--- src/rtl/bhdsha_pkg.sv ---
// ----------------------------------------------------------------------------
// bhdsha_pkg: shared constants and functions for the header double SHA-256
// Round constants, initial hash values, padding words and the SHA-256
// sigma functions used by the round unit and the message schedule.
// ----------------------------------------------------------------------------
package bhdsha_pkg;

  localparam int unsigned HDR_BYTES    = 128;
  localparam int unsigned DIGEST_BYTES = 32;

  localparam logic [31:0] HDR_BITS    = 32'(HDR_BYTES * 8);
  localparam logic [31:0] DIGEST_BITS = 32'(DIGEST_BYTES * 8);
  localparam logic [31:0] PAD_WORD    = 32'h8000_0000;

  typedef logic [31:0] word_t;

  localparam word_t ROUND_K [64] = '{
    32'h428a2f98, 32'h71374491, 32'hb5c0fbcf, 32'he9b5dba5,
    32'h3956c25b, 32'h59f111f1, 32'h923f82a4, 32'hab1c5ed5,
    32'hd807aa98, 32'h12835b01, 32'h243185be, 32'h550c7dc3,
    32'h72be5d74, 32'h80deb1fe, 32'h9bdc06a7, 32'hc19bf174,
    32'he49b69c1, 32'hefbe4786, 32'h0fc19dc6, 32'h240ca1cc,
    32'h2de92c6f, 32'h4a7484aa, 32'h5cb0a9dc, 32'h76f988da,
    32'h983e5152, 32'ha831c66d, 32'hb00327c8, 32'hbf597fc7,
    32'hc6e00bf3, 32'hd5a79147, 32'h06ca6351, 32'h14292967,
    32'h27b70a85, 32'h2e1b2138, 32'h4d2c6dfc, 32'h53380d13,
    32'h650a7354, 32'h766a0abb, 32'h81c2c92e, 32'h92722c85,
    32'ha2bfe8a1, 32'ha81a664b, 32'hc24b8b70, 32'hc76c51a3,
    32'hd192e819, 32'hd6990624, 32'hf40e3585, 32'h106aa070,
    32'h19a4c116, 32'h1e376c08, 32'h2748774c, 32'h34b0bcb5,
    32'h391c0cb3, 32'h4ed8aa4a, 32'h5b9cca4f, 32'h682e6ff3,
    32'h748f82ee, 32'h78a5636f, 32'h84c87814, 32'h8cc70208,
    32'h90befffa, 32'ha4506ceb, 32'hbef9a3f7, 32'hc67178f2
  };

  localparam word_t INIT_H [8] = '{
    32'h6a09e667, 32'hbb67ae85, 32'h3c6ef372, 32'ha54ff53a,
    32'h510e527f, 32'h9b05688c, 32'h1f83d9ab, 32'h5be0cd19
  };

  function automatic word_t swap32(input word_t x);
    return {x[7:0], x[15:8], x[23:16], x[31:24]};
  endfunction

  function automatic word_t big_sig0(input word_t x);
    return {x[1:0], x[31:2]} ^ {x[12:0], x[31:13]} ^ {x[21:0], x[31:22]};
  endfunction

  function automatic word_t big_sig1(input word_t x);
    return {x[5:0], x[31:6]} ^ {x[10:0], x[31:11]} ^ {x[24:0], x[31:25]};
  endfunction

  function automatic word_t sml_sig0(input word_t x);
    return {x[6:0], x[31:7]} ^ {x[17:0], x[31:18]} ^ {3'b000, x[31:3]};
  endfunction

  function automatic word_t sml_sig1(input word_t x);
    return {x[16:0], x[31:17]} ^ {x[18:0], x[31:19]} ^ {10'b0, x[31:10]};
  endfunction

endpackage

--- src/rtl/block_header_double_sha256_top.sv ---
// ----------------------------------------------------------------------------
// block_header_double_sha256_top: double SHA-256 of a 128-byte header
// Collects sixteen 64-bit header chunks, hashes them with one shared
// SHA-256 round unit and returns the second digest as a big-endian number.
// ----------------------------------------------------------------------------
// Usage:
// The input channel (in_valid / in_ready / in_header_chunk) takes one beat
// per eight header bytes, lowest-offset byte in bits 7:0. Sixteen beats make
// one header. The result channel (out_valid / out_ready / out_hash_q0..q3)
// carries one beat per header: the second digest read as a big-endian
// 256-bit number, with H0:H1 on q3 and H6:H7 on q0.
// Beats that do not close a 64-byte block leave in_ready high. The eighth
// beat starts a compression, the rounds and then the chaining add, during
// which in_ready is low. The sixteenth beat runs three compressions back
// to back (second header block, padding block and the second hash), after
// which the result beat is raised. Throughput is set by the single round
// unit doing one SHA-256 round a cycle; in_ready stays low while it runs.
// The result sits in an output register, so chunks of the next header are
// accepted while it waits; only if a new result is ready before the old one
// is taken does the block hold in its final add step until out_ready.
// A synchronous active-low reset empties the chunk counter, drops out_valid
// and loads the chaining value with the SHA-256 initial hash.
// ----------------------------------------------------------------------------
module block_header_double_sha256_top
  import bhdsha_pkg::*;
(
  input  logic        clk,
  input  logic        rst_n,
  input  logic        in_valid,
  output logic        in_ready,
  input  logic [63:0] in_header_chunk,
  output logic        out_valid,
  input  logic        out_ready,
  output logic [63:0] out_hash_q0,
  output logic [63:0] out_hash_q1,
  output logic [63:0] out_hash_q2,
  output logic [63:0] out_hash_q3
);

  // Sequencer states.
  localparam logic [1:0] ST_IDLE  = 2'd0;
  localparam logic [1:0] ST_ROUND = 2'd1;
  localparam logic [1:0] ST_FINAL = 2'd2;

  // Which 64-byte block the round unit is working on.
  localparam logic [1:0] PH_HDR0   = 2'd0;
  localparam logic [1:0] PH_HDR1   = 2'd1;
  localparam logic [1:0] PH_PAD    = 2'd2;
  localparam logic [1:0] PH_SECOND = 2'd3;

  logic [1:0]  state_r, state_nxt;
  logic [1:0]  phase_r, phase_nxt;
  logic [5:0]  rnd_r, rnd_nxt;
  logic [3:0]  count_r, count_nxt;
  logic        out_valid_r, out_valid_nxt;
  logic [63:0] q0_r, q0_nxt, q1_r, q1_nxt, q2_r, q2_nxt, q3_r, q3_nxt;

  // The sixteen-word schedule window doubles as the message buffer: chunks
  // land in it byte-swapped, and it shifts one word per round.
  word_t w_r     [16];
  word_t w_nxt   [16];
  word_t work_r  [8];
  word_t work_nxt[8];
  word_t chain_r [8];
  word_t chain_nxt[8];
  word_t sum     [8];

  logic  in_acc;
  logic  out_free;
  word_t t1, t2, new_w;
  logic [2:0] slot;

  assign in_ready = (state_r == ST_IDLE);
  assign in_acc   = in_valid && in_ready;
  assign out_free = !out_valid_r || out_ready;
  assign slot     = count_r[2:0];

  // One SHA-256 round and one schedule step.
  always_comb begin
    t1 = work_r[7] + big_sig1(work_r[4])
       + ((work_r[4] & work_r[5]) ^ (~work_r[4] & work_r[6]))
       + ROUND_K[rnd_r] + w_r[0];
    t2 = big_sig0(work_r[0])
       + ((work_r[0] & work_r[1]) ^ (work_r[0] & work_r[2]) ^ (work_r[1] & work_r[2]));
    new_w = w_r[0] + sml_sig0(w_r[1]) + w_r[9] + sml_sig1(w_r[14]);
    // The second hash starts from the initial values, not the chain.
    for (int i = 0; i < 8; i++) begin
      sum[i] = ((phase_r == PH_SECOND) ? INIT_H[i] : chain_r[i]) + work_r[i];
    end
  end

  always_comb begin
    state_nxt     = state_r;
    phase_nxt     = phase_r;
    rnd_nxt       = rnd_r;
    count_nxt     = count_r;
    out_valid_nxt = out_valid_r;
    q0_nxt        = q0_r;
    q1_nxt        = q1_r;
    q2_nxt        = q2_r;
    q3_nxt        = q3_r;
    w_nxt         = w_r;
    work_nxt      = work_r;
    chain_nxt     = chain_r;

    if (out_valid_r && out_ready) begin
      out_valid_nxt = 1'b0;
    end

    case (state_r)
      ST_IDLE: begin
        if (in_acc) begin
          w_nxt[{slot, 1'b0}] = swap32(in_header_chunk[31:0]);
          w_nxt[{slot, 1'b1}] = swap32(in_header_chunk[63:32]);
          count_nxt = count_r + 4'd1;
          if (slot == 3'd7) begin
            // A full 64-byte block is in the window: compress it.
            state_nxt = ST_ROUND;
            phase_nxt = count_r[3] ? PH_HDR1 : PH_HDR0;
            rnd_nxt   = '0;
            work_nxt  = chain_r;
          end
        end
      end
      ST_ROUND: begin
        for (int i = 0; i < 15; i++) begin
          w_nxt[i] = w_r[i + 1];
        end
        w_nxt[15]   = new_w;
        work_nxt[0] = t1 + t2;
        work_nxt[1] = work_r[0];
        work_nxt[2] = work_r[1];
        work_nxt[3] = work_r[2];
        work_nxt[4] = work_r[3] + t1;
        work_nxt[5] = work_r[4];
        work_nxt[6] = work_r[5];
        work_nxt[7] = work_r[6];
        rnd_nxt     = rnd_r + 6'd1;
        if (rnd_r == 6'd63) begin
          state_nxt = ST_FINAL;
        end
      end
      ST_FINAL: begin
        case (phase_r)
          PH_HDR0: begin
            chain_nxt = sum;
            state_nxt = ST_IDLE;
          end
          PH_HDR1: begin
            // Padding block of the first pass.
            chain_nxt = sum;
            work_nxt  = sum;
            for (int i = 0; i < 16; i++) begin
              w_nxt[i] = '0;
            end
            w_nxt[0]  = PAD_WORD;
            w_nxt[15] = HDR_BITS;
            phase_nxt = PH_PAD;
            rnd_nxt   = '0;
            state_nxt = ST_ROUND;
          end
          PH_PAD: begin
            // Second pass over the 32-byte first digest.
            chain_nxt = sum;
            work_nxt  = INIT_H;
            for (int i = 0; i < 8; i++) begin
              w_nxt[i]     = sum[i];
              w_nxt[i + 8] = '0;
            end
            w_nxt[8]  = PAD_WORD;
            w_nxt[15] = DIGEST_BITS;
            phase_nxt = PH_SECOND;
            rnd_nxt   = '0;
            state_nxt = ST_ROUND;
          end
          default: begin
            // Hold here until the output register is free.
            if (out_free) begin
              q3_nxt        = {sum[0], sum[1]};
              q2_nxt        = {sum[2], sum[3]};
              q1_nxt        = {sum[4], sum[5]};
              q0_nxt        = {sum[6], sum[7]};
              out_valid_nxt = 1'b1;
              chain_nxt     = INIT_H;
              state_nxt     = ST_IDLE;
            end
          end
        endcase
      end
      default: begin
        state_nxt = ST_IDLE;
      end
    endcase
  end

  always_ff @(posedge clk) begin
    if (!rst_n) begin
      state_r     <= ST_IDLE;
      phase_r     <= PH_HDR0;
      rnd_r       <= '0;
      count_r     <= '0;
      out_valid_r <= 1'b0;
      chain_r     <= INIT_H;
    end else begin
      state_r     <= state_nxt;
      phase_r     <= phase_nxt;
      rnd_r       <= rnd_nxt;
      count_r     <= count_nxt;
      out_valid_r <= out_valid_nxt;
      chain_r     <= chain_nxt;
    end
  end

  always_ff @(posedge clk) begin
    w_r    <= w_nxt;
    work_r <= work_nxt;
    q0_r   <= q0_nxt;
    q1_r   <= q1_nxt;
    q2_r   <= q2_nxt;
    q3_r   <= q3_nxt;
  end

  assign out_valid   = out_valid_r;
  assign out_hash_q0 = q0_r;
  assign out_hash_q1 = q1_r;
  assign out_hash_q2 = q2_r;
  assign out_hash_q3 = q3_r;

  // The sixteenth chunk must start the second header block.
  a_last_chunk_starts_hdr1: assert property (@(posedge clk) disable iff (!rst_n)
    in_acc && (count_r == 4'd15) |=> (state_r == ST_ROUND) && (phase_r == PH_HDR1))
    else $error("last chunk did not start the second header block");

  // Rounds run only on a complete block.
  a_round_on_full_block: assert property (@(posedge clk) disable iff (!rst_n)
    (state_r == ST_ROUND) |-> (count_r[2:0] == 3'd0))
    else $error("compression running on a partial block");

  // Sixty-four rounds end in the chaining add.
  a_round_end: assert property (@(posedge clk) disable iff (!rst_n)
    (state_r == ST_ROUND) && (rnd_r == 6'd63) |=> (state_r == ST_FINAL))
    else $error("round counter did not hand over to the final add");

  // A result appears only out of the final add of the second hash.
  a_result_source: assert property (@(posedge clk) disable iff (!rst_n)
    $rose(out_valid_r) |-> ($past(state_r) == ST_FINAL) && ($past(phase_r) == PH_SECOND))
    else $error("result raised outside the second hash");

endmodule

--- config.mk ---
export PLATFORM = sky130hd
export DESIGN_NAME = block_header_double_sha256_top
export DESIGN_NICKNAME = d
export VERILOG_FILES = /design/src/rtl/bhdsha_pkg.sv /design/src/rtl/block_header_double_sha256_top.sv
export SDC_FILE = /design/constraint.sdc
export NUM_CORES = 2
export LEC_CHECK = 0
export ABC_CLOCK_PERIOD_IN_PS = 36300
export BUFFER_PORTS_ARGS = -buffer_cell sky130_fd_sc_hd__buf_2
export CAP_MARGIN = 10
export CORE_UTILIZATION = 55
export DETAILED_ROUTE_END_ITERATION = 8
export GPL_TIMING_DRIVEN = 0
export PLACE_DENSITY = 0.72
export REMOVE_ABC_BUFFERS = 1
export SLEW_MARGIN = 5
export SYNTH_ARGS = -nofsm -noshare
export SYNTH_HDL_FRONTEND = slang
export SYNTH_SLANG_ARGS = --single-unit
--- constraint.sdc ---
create_clock -name clk -period 36.3 [get_ports clk]
set_input_delay 7.26 -clock clk [delete_from_list [all_inputs] [get_ports clk]]
set_output_delay 7.26 -clock clk [all_outputs]
set_load 0.02 [all_outputs]
# --- After elaboration in Yosys (flattened, before gate mapping) ---
# Memory sizes are Yosys's and may differ from the RTL's.
# Index checks and enable logic that the tools add are counted.
totals:
  output_inout_bits: 258
  romBits: 2048
  n_memories: 1
  regBits: 1295
  input_bits: 68
op_classes:
  addsub: 20
  muxes: 44
  order_cmp: 5
  n_eq_ne: 13
  n_reduce_logical: 21
  n_bitwise: 21
mem_list:
  columns: ["memory", "depth", "width", "read_ports", "rd_ports_with_merged_regs", "wr", "line_no", "source"]
  rows:
  - ["(no name shown)", 64, 32, 1, 0, 0, "block_header_double_sha256_top.sv:82", "+ ROUND_K[rnd_r] + w_r[0];"]
ops:
  columns: ["operator", "n"]
  rows:
  - ["512-bit case mux with 3 select lines", 1]
  - ["512-bit bitwise mux", 2]
  - ["256-bit 2-to-1 mux", 4]
  - ["512-bit case mux with 2 select lines", 1]
  - ["256-bit case mux with 3 select lines", 1]
  - ["32-bit adder", 18]
  - ["512-bit 2-to-1 mux", 1]
  - ["256-bit case mux with 2 select lines", 1]
  - ["32-bit 2-to-1 mux", 12]
  - ["32-bit bitwise XOR", 9]
  - ["32-bit demux with 4-bit select", 2]
  - ["32-bit AND", 5]
  - ["32-bit NOT", 1]
  - ["32-bit by 22-bit bitwise XOR with 32-bit output", 1]
  - ["32-bit by 29-bit bitwise XOR with 32-bit output", 1]
  - ["6-bit 2-to-1 mux", 3]
  - ["6-bit case mux with 3 select lines", 1]
  - ["4-bit AND reduction", 4]
  - ["2-bit 2-to-1 mux", 6]
  - ["2-bit case mux with 2 select lines", 3]
  - ["5-bit greater-or-equal comparator (second input constant)", 2]
  - ["5-bit by 1-bit less-than comparator with 1-bit output (second input constant)", 2]
  - ["4-bit NOT with 5-bit output", 2]
  - ["7-bit greater-or-equal comparator (second input constant)", 1]
  - ["other kinds (24)", 40]

# --- Longest topological paths before layout ---
depth:
  depth_word: 9
  ltp_mapped: 37
  ltp_nobuf: 35

# --- Worst setup path before layout ---
# OpenSTA, ideal clock, no wires.
synth_path:
  kind: "input -> register"
  start: "input port in_valid"
  end: "register rnd_r[5]"
  slack_ps: 14117
  stages: 7
  arrival_ps: 22068
  setup_time_ps: 115
  required_ps: 36185
  cell_sequence: "inv_1 > a221oi_1 > a21boi_1 > nand3_1 > nor3_1 > xnor2_1 > nor2_1"
synth_between:
  elab_chain_len: 3
synth_lines:
  columns: ["item", "line_no", "source"]
  rows:
  - ["start: declaration", "block_header_double_sha256_top.sv:29", "input logic in_valid,"]
  - ["1-bit logical AND", "block_header_double_sha256_top.sv:74", "assign in_acc = in_valid && in_ready;"]
  - ["2-bit by 1-bit inequality test with 1-bit output (no line)", null, null]
  - ["4-bit AND reduction (no line)", null, null]
  - ["end signal: assignment", "block_header_double_sha256_top.sv:207", "rnd_r <= rnd_nxt;"]
  - ["end: declaration", "block_header_double_sha256_top.sv:53", "logic [5:0] rnd_r, rnd_nxt;"]
# Every way passes these cells.
# A chain may end at the register's enable or synchronous reset.

==> reports/qor.txt <==
First-pass GRT wire length -> 452000 um
RSZ-0062 raised after global routing -> no
Flops & latches, synth -> 1295
Setup_tns -> 0 ns
Worst slew margin -> 0.0516
Post-synth top area share -> 0.377
Drt total wl -> 319000 um
Iter 0 DRT Violations -> 9481
Worst-path clk slew -> 0.06 ns
WL per Instance -> 31.1 um
Post-synth EDFFs -> 1024
Post-Synthesis Cells -> 8105
First-pass DRT Iterations -> 8
CP Class -> register to register
Critical path fanouts, max -> 12
Cell Area, Synth -> 81500 sq um
Gr usage total -> 0.414
Layout Nets -> 8869
Slew Viols, Final -> 0
Fraction of final layout cells sized beyond drive strength 1 -> 0.111
Detail Route Antenna Nets -> 0
Total CTS buffers -> 147
Die Wd -> 387 um
Register area share after synthesis -> 0.444
Slew @ Worst Pin -> 1.42 ns
Residual DRC count -> 0
Placed Area -> 86400 sq um
Status -> complete, no violations
Area leader, netlist -> edfxtp_1
Initial antenna violation count -> 12
Ys async rst share -> 0
Arrival time worst endpoint -> 11.89 ns
Max Buffers Root-to-Sink -> 3
GRT overflow -> 0
Critical path's slowest cell -> o41ai_1
Die area -> 150000 sq um
Yosys cell types -> 91
CP dominant cell by count -> ha_1
Critical path required time -> 36.82 ns
Chip Height -> 387 um
Yosys Warn Count -> 0
Pin count of the biggest net entering global routing -> 93
IO Port Bufs -> 325
RD Place Congestion -> 1.02
H-tree depth -> 4
Mean Syn Cell Area -> 10.1 sq um
Final worst-path cycle share -> 0.313
Final setup fails -> 0
Clk sink count -> 1295
CP endpoint kind -> register
Achievable frequency -> 88.0 MHz
DP HPWL -> 237000 um
Final instance area -> 91400 sq um
Clock Tree Root -> clkbuf_16
Final hold slack -> 0.464 ns
Post-layout util -> 0.624
Number of global-route vias before repair -> 65300
Fin crit period -> 11.36 ns
Crit path largest cell delay -> 1.04 ns
Cts hold-fix bufs -> 0
I/O Pins -> 326
Via count -> 69900
Top FF cell, synth -> edfxtp_1
DR vias/cell -> 6.82
Setup Buffers After CTS -> 0
Row count -> 140
Class of the tightest hold or removal check -> register to register
Maxcap violations -> 0
Fillers -> 11800
Worst Skew -> 0.0462 ns
Post-CTS resize count -> 0
Initial Utilization -> 0.557
CTS tree -> done
Worst skew pair latency -> 0.84 ns
Final Hold Violating Endpoints -> 0
Startpoint Class -> register
Total core area -> 146000 sq um
Area contributors post-synth -> edfxtp_1 38%, dfxtp_1 6.7%, ha_1 6.3%
Area delta synth->final -> 12.2%
[worst paths after layout]
check        slack, ns  cells after the start         start            to
max reg2reg      24.94                     31      rnd_r[0]   work_r[127]
min reg2reg       0.46                      2  chain_r[128]  chain_r[128]
min               0.46                      2  chain_r[128]  chain_r[128]
max              24.94                     31      rnd_r[0]   work_r[127]
[logic make-up (layout without fill, tap and decap cells)]
| family | count (synthesis) | count (layout) | synth area share |
|---|---|---|---|
| DFF | 1295 | 1295 | 0.444 |
| muxes | 51 | 51 | 0.00772 |
| xor gates and xnor gates | 581 | 581 | 0.0624 |
| buffers and inverters | 987 | 1204 | 0.0455 |
| AOI/OAI and AO/OA | 2392 | 2392 | 0.206 |
| and+or+nand+nor | 2194 | 2194 | 0.123 |
| other | 0 | 10 | 0 |
| adders and majority gates | 605 | 605 | 0.111 |
[cell usage after synthesis (37+ instances only)]
cell,instances
nor2_1,780
o21bai_1,44
nor3_1,78
o22ai_1,148
edfxtp_1,1024
nand3_1,89
a22o_1,41
a21o_1,197
or3_1,37
inv_1,489
dfxtp_1,271
and3_1,104
buf_1,43
o21a_1,65
clkbuf_1,448
nand2b_1,54
a22oi_1,113
or2_2,147
a21oi_1,368
nor2b_1,158
a221o_1,320
xnor2_1,366
a211oi_1,57
fa_1,195
nand2_1,643
o21ai_0,545
xor2_1,215
a31oi_1,62
ha_1,408
a221oi_1,96
[final cells by class]
type | instances | area (sq um) | area share
Clock inverter | 80 | 840 | 0.00918
Tap cell | 1917 | 2400 | 0.0262
Sequential cell | 1295 | 36200 | 0.396
Inverter | 493 | 1870 | 0.0204
Timing Repair Buffer | 438 | 4060 | 0.0444
Antenna cell | 10 | 25.0 | 0.000274
Clock buffer | 193 | 4110 | 0.0449
Multi-Input combinational cell | 5823 | 41900 | 0.459
[through the flow]
| stage | std cells | setup slack (ns) |
|---|---|---|
| 6_report | 10200 | 24.94 |
| 5_1_grt | 10200 | 24.42 |
| 4_1_cts | 10200 | 25.29 |
| 3_5_place_dp | 9963 | 25.36 |
| 3_3_place_gp | 9853 | -18.02 |
| 2_1_floorplan | 7611 | 10.92 |
[per-layer routing]
metal  up-vias  track usage  wire [um]  share of wire
met5         -            0         80        0.00025
met4        12        0.259      22700          0.071
met3       805       0.0876      38400           0.12
met2      4810        0.619     138000           0.43
met1     34300        0.548     119000           0.37
li1      30000            -          -              -
[cell usage in the layout (no fill, tap or decap), types with 195 or more instances in the layout]
| cell type | count |
|---|---|
| xnor2_1 | 366 |
| ha_1 | 403 |
| edfxtp_1 | 1024 |
| nand2_1 | 637 |
| a21o_1 | 197 |
| a221o_1 | 320 |
| dfxtp_1 | 267 |
| a21oi_1 | 367 |
| buf_2 | 327 |
| o21ai_0 | 543 |
| inv_1 | 485 |
| xor2_1 | 215 |
| fa_1 | 195 |
| nor2_1 | 774 |
[worst max-delay path: cells and delay by family (launching register included)]
| kind | cells | cell delay, ns |
|---|---|---|
| XOR/XNOR | 2 | 1.06 |
| adder cells (fa/ha/maj) | 6 | 2.64 |
| flip-flops | 1 | 0.72 |
| buffers and inverters | 4 | 0.85 |
| AO/OA/AOI/OAI | 15 | 4.87 |
| AND/OR/NAND/NOR | 4 | 0.90 |
Power is left out: the tool's default activity adds up to more than one toggle a clock period on the data nets, which glitch-free logic cannot reach.
